`src/rtl/setr_pkg.sv`:
```
package setr_pkg;

  // Ring geometry; depth must be a power of two (slot = low sequence bits)
  localparam int RING_DEPTH = 1024;
  localparam int ADDR_W     = $clog2(RING_DEPTH);
  localparam int KIND_COUNT = 13;
  localparam int MAX_READ   = 64;
  localparam int SEQ_W      = 64;
  localparam int LIMIT_W    = 7;
  localparam int CNT_W      = $clog2(MAX_READ + 1);

  localparam int IN_DATA_W  = 440;
  localparam int OUT_DATA_W = 496;
  localparam int CFG_IDX_W  = 1;
  localparam int CFG_DATA_W = KIND_COUNT;

  typedef enum logic [CFG_IDX_W-1:0] {
    CFG_RECORDING = 1'b0,
    CFG_KIND_MASK = 1'b1
  } cfg_idx_t;

  typedef enum logic {
    OP_RECORD = 1'b0,
    OP_READ   = 1'b1
  } op_t;

  typedef struct packed {
    logic [63:0] time_stamp;
    logic [3:0]  kind;
    logic [7:0]  cpu;
    logic [31:0] thread;
    logic [63:0] node;
    logic [63:0] first;
    logic [63:0] second;
    logic [63:0] third;
  } slot_t;

  // controller -> datapath
  typedef struct packed {
    logic accept_rec;
    logic accept_read;
    logic clamp;
    logic issue;
    logic load_rec;
    logic load_empty;
  } cmd_t;

  // datapath -> controller
  typedef struct packed {
    logic in_is_read;
    logic can_issue;
    logic iss_last;
    logic out_free;
  } sts_t;

endpackage

```
`src/rtl/setr_ctrl.sv`:
```
module setr_ctrl (
  input  logic           clk,
  input  logic           rst,
  input  logic           s_tvalid,
  output logic           s_tready,
  input  setr_pkg::sts_t sts,
  output setr_pkg::cmd_t cmd
);
  import setr_pkg::*;

  typedef enum logic [4:0] {
    ST_IDLE  = 5'b00001,
    ST_CLAMP = 5'b00010,
    ST_FIRST = 5'b00100,
    ST_LOAD  = 5'b01000,
    ST_EMPTY = 5'b10000
  } state_t;

  state_t state, state_next;

  always_ff @(posedge clk) begin
    if (rst) begin
      state <= ST_IDLE;
    end else begin
      state <= state_next;
    end
  end

  always_comb begin
    state_next = state;
    cmd        = '0;
    s_tready   = 1'b0;
    case (state)
      ST_IDLE: begin
        s_tready = 1'b1;
        if (s_tvalid) begin
          if (sts.in_is_read) begin
            cmd.accept_read = 1'b1;
            state_next      = ST_CLAMP;
          end else begin
            cmd.accept_rec = 1'b1;
          end
        end
      end
      ST_CLAMP: begin
        cmd.clamp  = 1'b1;
        state_next = ST_FIRST;
      end
      ST_FIRST: begin
        if (sts.can_issue) begin
          cmd.issue  = 1'b1;
          state_next = ST_LOAD;
        end else begin
          state_next = ST_EMPTY;
        end
      end
      ST_LOAD: begin
        if (sts.out_free) begin
          cmd.load_rec = 1'b1;
          if (sts.iss_last) begin
            state_next = ST_IDLE;
          end else begin
            cmd.issue = 1'b1;
          end
        end
      end
      ST_EMPTY: begin
        if (sts.out_free) begin
          cmd.load_empty = 1'b1;
          state_next     = ST_IDLE;
        end
      end
      default: begin
        state_next = ST_IDLE;
      end
    endcase
  end

`ifndef ASSERT_OFF
  // a result is never loaded over one still waiting
  a_load_free: assert property (@(posedge clk) disable iff (rst)
    (cmd.load_rec || cmd.load_empty) |-> sts.out_free)
    else $error("result loaded while output busy");
`endif

endmodule

```
`config.mk`:
```
export PLATFORM = sky130hd
export DESIGN_NAME = setr_ctrl
export DESIGN_NICKNAME = d
export VERILOG_FILES = /design/src/rtl/setr_pkg.sv /design/src/rtl/setr_ctrl.sv
export SDC_FILE = /design/constraint.sdc
export NUM_CORES = 1
export LEC_CHECK = 0
export BUFFER_PORTS_ARGS = -buffer_cell sky130_fd_sc_hd__buf_4
export CAP_MARGIN = 40
export CORE_AREA = 2 2 39 41
export CTS_CLUSTER_SIZE = 20
export DETAILED_ROUTE_END_ITERATION = 7
export DIE_AREA = 0 0 41 43
export GPL_TIMING_DRIVEN = 0
export SLEW_MARGIN = 20
export SYNTH_ARGS = -nofsm -noshare
export SYNTH_HDL_FRONTEND = slang
export SYNTH_SLANG_ARGS = --single-unit
export TNS_END_PERCENT = 20
```
`constraint.sdc`:
```
create_clock -name clk -period 2.15 [get_ports clk]
set_input_delay 0.215 -clock clk [delete_from_list [all_inputs] [get_ports clk]]
set_output_delay 0.215 -clock clk [all_outputs]
set_load 0.02 [all_outputs]
```
## After elaboration in Yosys (flattened, before gate mapping)

Index checks and enable logic that the tools add are counted.

| operators by class | value |
|---|---|
| equality and inequality tests | 10 |
| multiplexer cells | 20 |
| reductions and logical operators | 1 |

Operator list:

| cell | number |
|---|---|
| $mux 5 | 6 |
| $pmux 5 s5 | 1 |
| $ne 2x2->1 const B | 5 |
| $mux 1 | 9 |
| $mux 2 | 3 |
| $eq 5x1->1 const B | 1 |
| $eq 5x2->1 const B | 1 |
| $eq 5x3->1 const B | 1 |
| $eq 5x4->1 const B | 1 |
| $eq 5x5->1 const B | 1 |
| $reduce_and 5->1 | 1 |
| $pmux 1 s2 | 1 |

| storage, ports and cells | value |
|---|---|
| register bits | 5 |
| input port bits | 7 |
| output and inout port bits | 7 |
| logic and storage cells | 32 |

## Logic depth before layout (Yosys ltp)

| logic depth | value |
|---|---|
| depth in word-level cells | 3 |
| mapped depth | 4 |
| gate-level depth less buffers | 4 |

## Least setup slack after synthesis

No wires, ideal clock.

| path | value |
|---|---|
| kind | register to output |
| from | reg state[2] |
| to | out cmd[5] (netlist name) |
| arrival | 1.238 ns |
| data required time | 1.935 ns |
| slack | 0.697 ns |
| cell stages (with the launch flop) | 4 |
| path buffers | 0 |
| cells stage by stage | dfxtp_1 nor3_1 nand3b_1 nor3b_1 |

RTL lines:

| what | line | RTL |
|---|---|---|
| start, declared | setr_ctrl.sv:19 | `state_t state, state_next;` |
| start signal, assigned | setr_ctrl.sv:25 | `state <= state_next;` |
| end, declared | setr_ctrl.sv:7 | `output setr_pkg::cmd_t cmd` |

==> flow_metrics.tcl <==
set metrics [dict create \
    clockRootBuffer "clkbuf_4" \
    hold_buffers 0 \
    post-place-ws_ns 0.771 \
    synth_seq_cells 5 \
    nFillCells 149 \
    synth_top_area_share 0.340 \
    netlist.top_cell.by_area "dfxtp_1" \
    clock_latency_ns 0.24 \
    dieArea_mm2 0.00176 \
    dieHeight_um 43 \
    n_antenna_cell 0 \
    num_vias 320 \
    syn_avg_cell_area_um2 8.40 \
    drc_errors 0 \
    io_pins 14 \
    top_register "state" \
    synth.most_common_cell "dfxtp_1" \
    hold_class "in2reg" \
    worst-endpoint-required_ns 1.93 \
    grt_pass1_wl_um 1200 \
    instances_no_fill 68 \
    fin_crit_sh 0.749 \
    max-cap-violations 0 \
    grt_use_total 0.103 \
    core_region_area_mm2 0.00138 \
    cts_setup_buffers 0 \
    grt_pass1_vias 299 \
    io_buffers 13 \
    intPower_mw 0.191 \
    drive_gt1_frac 0.385 \
    layout_min_cycle_time_ns 1.61 \
    avgRoutedWirePerCell_um 10.3 \
    postSynth.asyncResetShare 0 \
    synthToLayoutAreaGrowth_pct 48.9 \
    crit_fanout 6 \
    p_seq_frac 0.393 \
    fmax_ghz 0.621 \
    skew_ns 0.00218 \
    htreeDepth 1 \
    cts_made_buffers 3 \
    status "finished clean" \
    synth.area.top_cells "dfxtp_1 (34%), nor3_4 (5.5%), o21ai_0 (5.1%)" \
    reg.largest.list "state (5)" \
    max_slew_margin 0.819 \
    grt_max_degree 7 \
    clock_sinks 5 \
    first_iter_violations 2 \
    place_congestion 0.659 \
    path_cells "nor3_1, nand3b_1, nor3b_1, buf_4" \
    switchingPower_mw 0.0686 \
    irDropWorstVdd_uv 396 \
    ctsResizeCount 0 \
    largest_register_ffs 5 \
    dr.pass1.iters 2 \
    drv_slew 0 \
    wl_um 700 \
    dp_cells 64 \
    reg2reg_slack_ns 0.85 \
    worst_path_max_delay_cell "dfxtp_1" \
    startpoint_type "flip-flop" \
    ant_nets 0 \
    setup_tns_ns 0 \
    cp-end-kind "output port" \
    synth_common_cells "dfxtp_1 (5), nand2_1 (3), nor2_1 (3), o21ai_0 (3)" \
    synth_cell_types 21 \
    tightest_slew_ns 0.272 \
    fin_ws_ns 0.540 \
    antenna_found_initial 0 \
    dieWidth_um 41 \
    cp_top_family "simple AND/OR/NAND/NOR gates" \
    setup_viol 0 \
    seq_area_frac_synth 0.340 \
    grt_overflow 0 \
    p_clk_frac 0.413 \
    yosys_warnings 0 \
    critPathKind "reg2out" \
    syn-cell-area_um2 294 \
    vias_per_cell 4.71 \
    rsz0062_at_grt "no" \
    power_density_mw_per_mm2 594 \
    synth_edf_count 0 \
    cellLeakagePower_nw 0.191 \
    cpPeakStageDelay_ns 0.38 \
    start_util 0.212 \
    hold_viol 0 \
    cts_tree "yes" \
    syn_nets 42 \
    critPathBufInv 1 \
    rows 14 \
    yosys_most_used_dff "dfxtp_1" \
    clk_path_buf_depth 2 \
    crit_arrival_ns 1.39 \
    sw_frac_of_total 0.264 \
    p_comb_frac 0.193 \
    clk_pin_slew_ns 0.04 \
    fin_nets 60 \
    syn-instance-count 35 \
]
==> power groups by stage <==
stage	Combinational, mW	Clock (mW)	Sequential [mW]
floorplan	0.0276	0	0.103
finish	0.0503	0.108	0.102
global route	0.0558	0.118	0.103
global placement	0.0498	0	0.104
detailed placement	0.0509	0	0.104
CTS	0.0511	0.114	0.102
==> path summary, 6_finish.rpt <==
kind | from | to | cells past startpoint
worst max-delay path | state[2] | cmd[5] | 4
worst min-delay path | rst | state[4] | 2
worst max register to register | state[3] | state[0] | 4
worst min register to register | state[2] | state[4] | 2
==> logic make-up (layout without fill, tap and decap cells) <==
group / after synthesis / count (layout) / share of synthesized area
and+or+nand+nor: 19 / 19 / 0.421
xor gates and xnor gates: 1 / 1 / 0.0298
DFF: 5 / 5 / 0.340
buffers and inverters: 2 / 19 / 0.0255
AOI/OAI and AO/OA: 8 / 8 / 0.183
==> through the flow <==
stage / hold slack, ns / cell area, um2 / util / power [mW]
6_report: 0.166 / 438 / 0.316 / 0.260
5_1_grt: 0.167 / 438 / 0.316 / 0.277
4_1_cts: 0.162 / 438 / 0.316 / 0.268
3_5_place_dp: 0.422 / 412 / 0.297 / 0.155
3_3_place_gp: 0.421 / 412 / 0.297 / 0.154
2_1_floorplan: 0.284 / 294 / - / 0.130
==> cell usage in the layout (no fill, tap or decap) <==
master / Yosys / final
buf_4: 0 / 13
dfxtp_1: 5 / 5
nand2_1: 3 / 3
nor2_1: 3 / 3
o21ai_0: 3 / 3
clkbuf_4: 0 / 3
nor3_1: 2 / 2
nor2b_1: 2 / 2
nor3b_1: 2 / 2
a21oi_1: 2 / 2
and3b_2: 1 / 1
nand3b_1: 1 / 1
inv_2: 1 / 1
nor3_4: 1 / 1
nand3_1: 1 / 1
nand4_1: 1 / 1
and4b_1: 1 / 1
inv_1: 1 / 1
a21boi_2: 1 / 1
xor2_1: 1 / 1
o211ai_1: 1 / 1
a221o_1: 1 / 1
nand4b_1: 1 / 1
clkbuf_1: 0 / 1
==> layout make-up <==
class | count | area (um2) | share of cell area
inverter | 2 | 7.51 | 0.0171
multi-input combinational | 28 | 186 | 0.426
tap | 16 | 20.0 | 0.0457
clock buffer | 4 | 26.3 | 0.0600
sequential | 5 | 100 | 0.229
timing repair buffer | 13 | 97.6 | 0.223
==> routing by layer <==
layer	wire (um)	global-route usage
met3	77	0.0785
met5	0	0
met4	0	0.0200
met2	320	0.141
met1	302	0.127
Note: power is estimated with default switching activity, not from simulation.
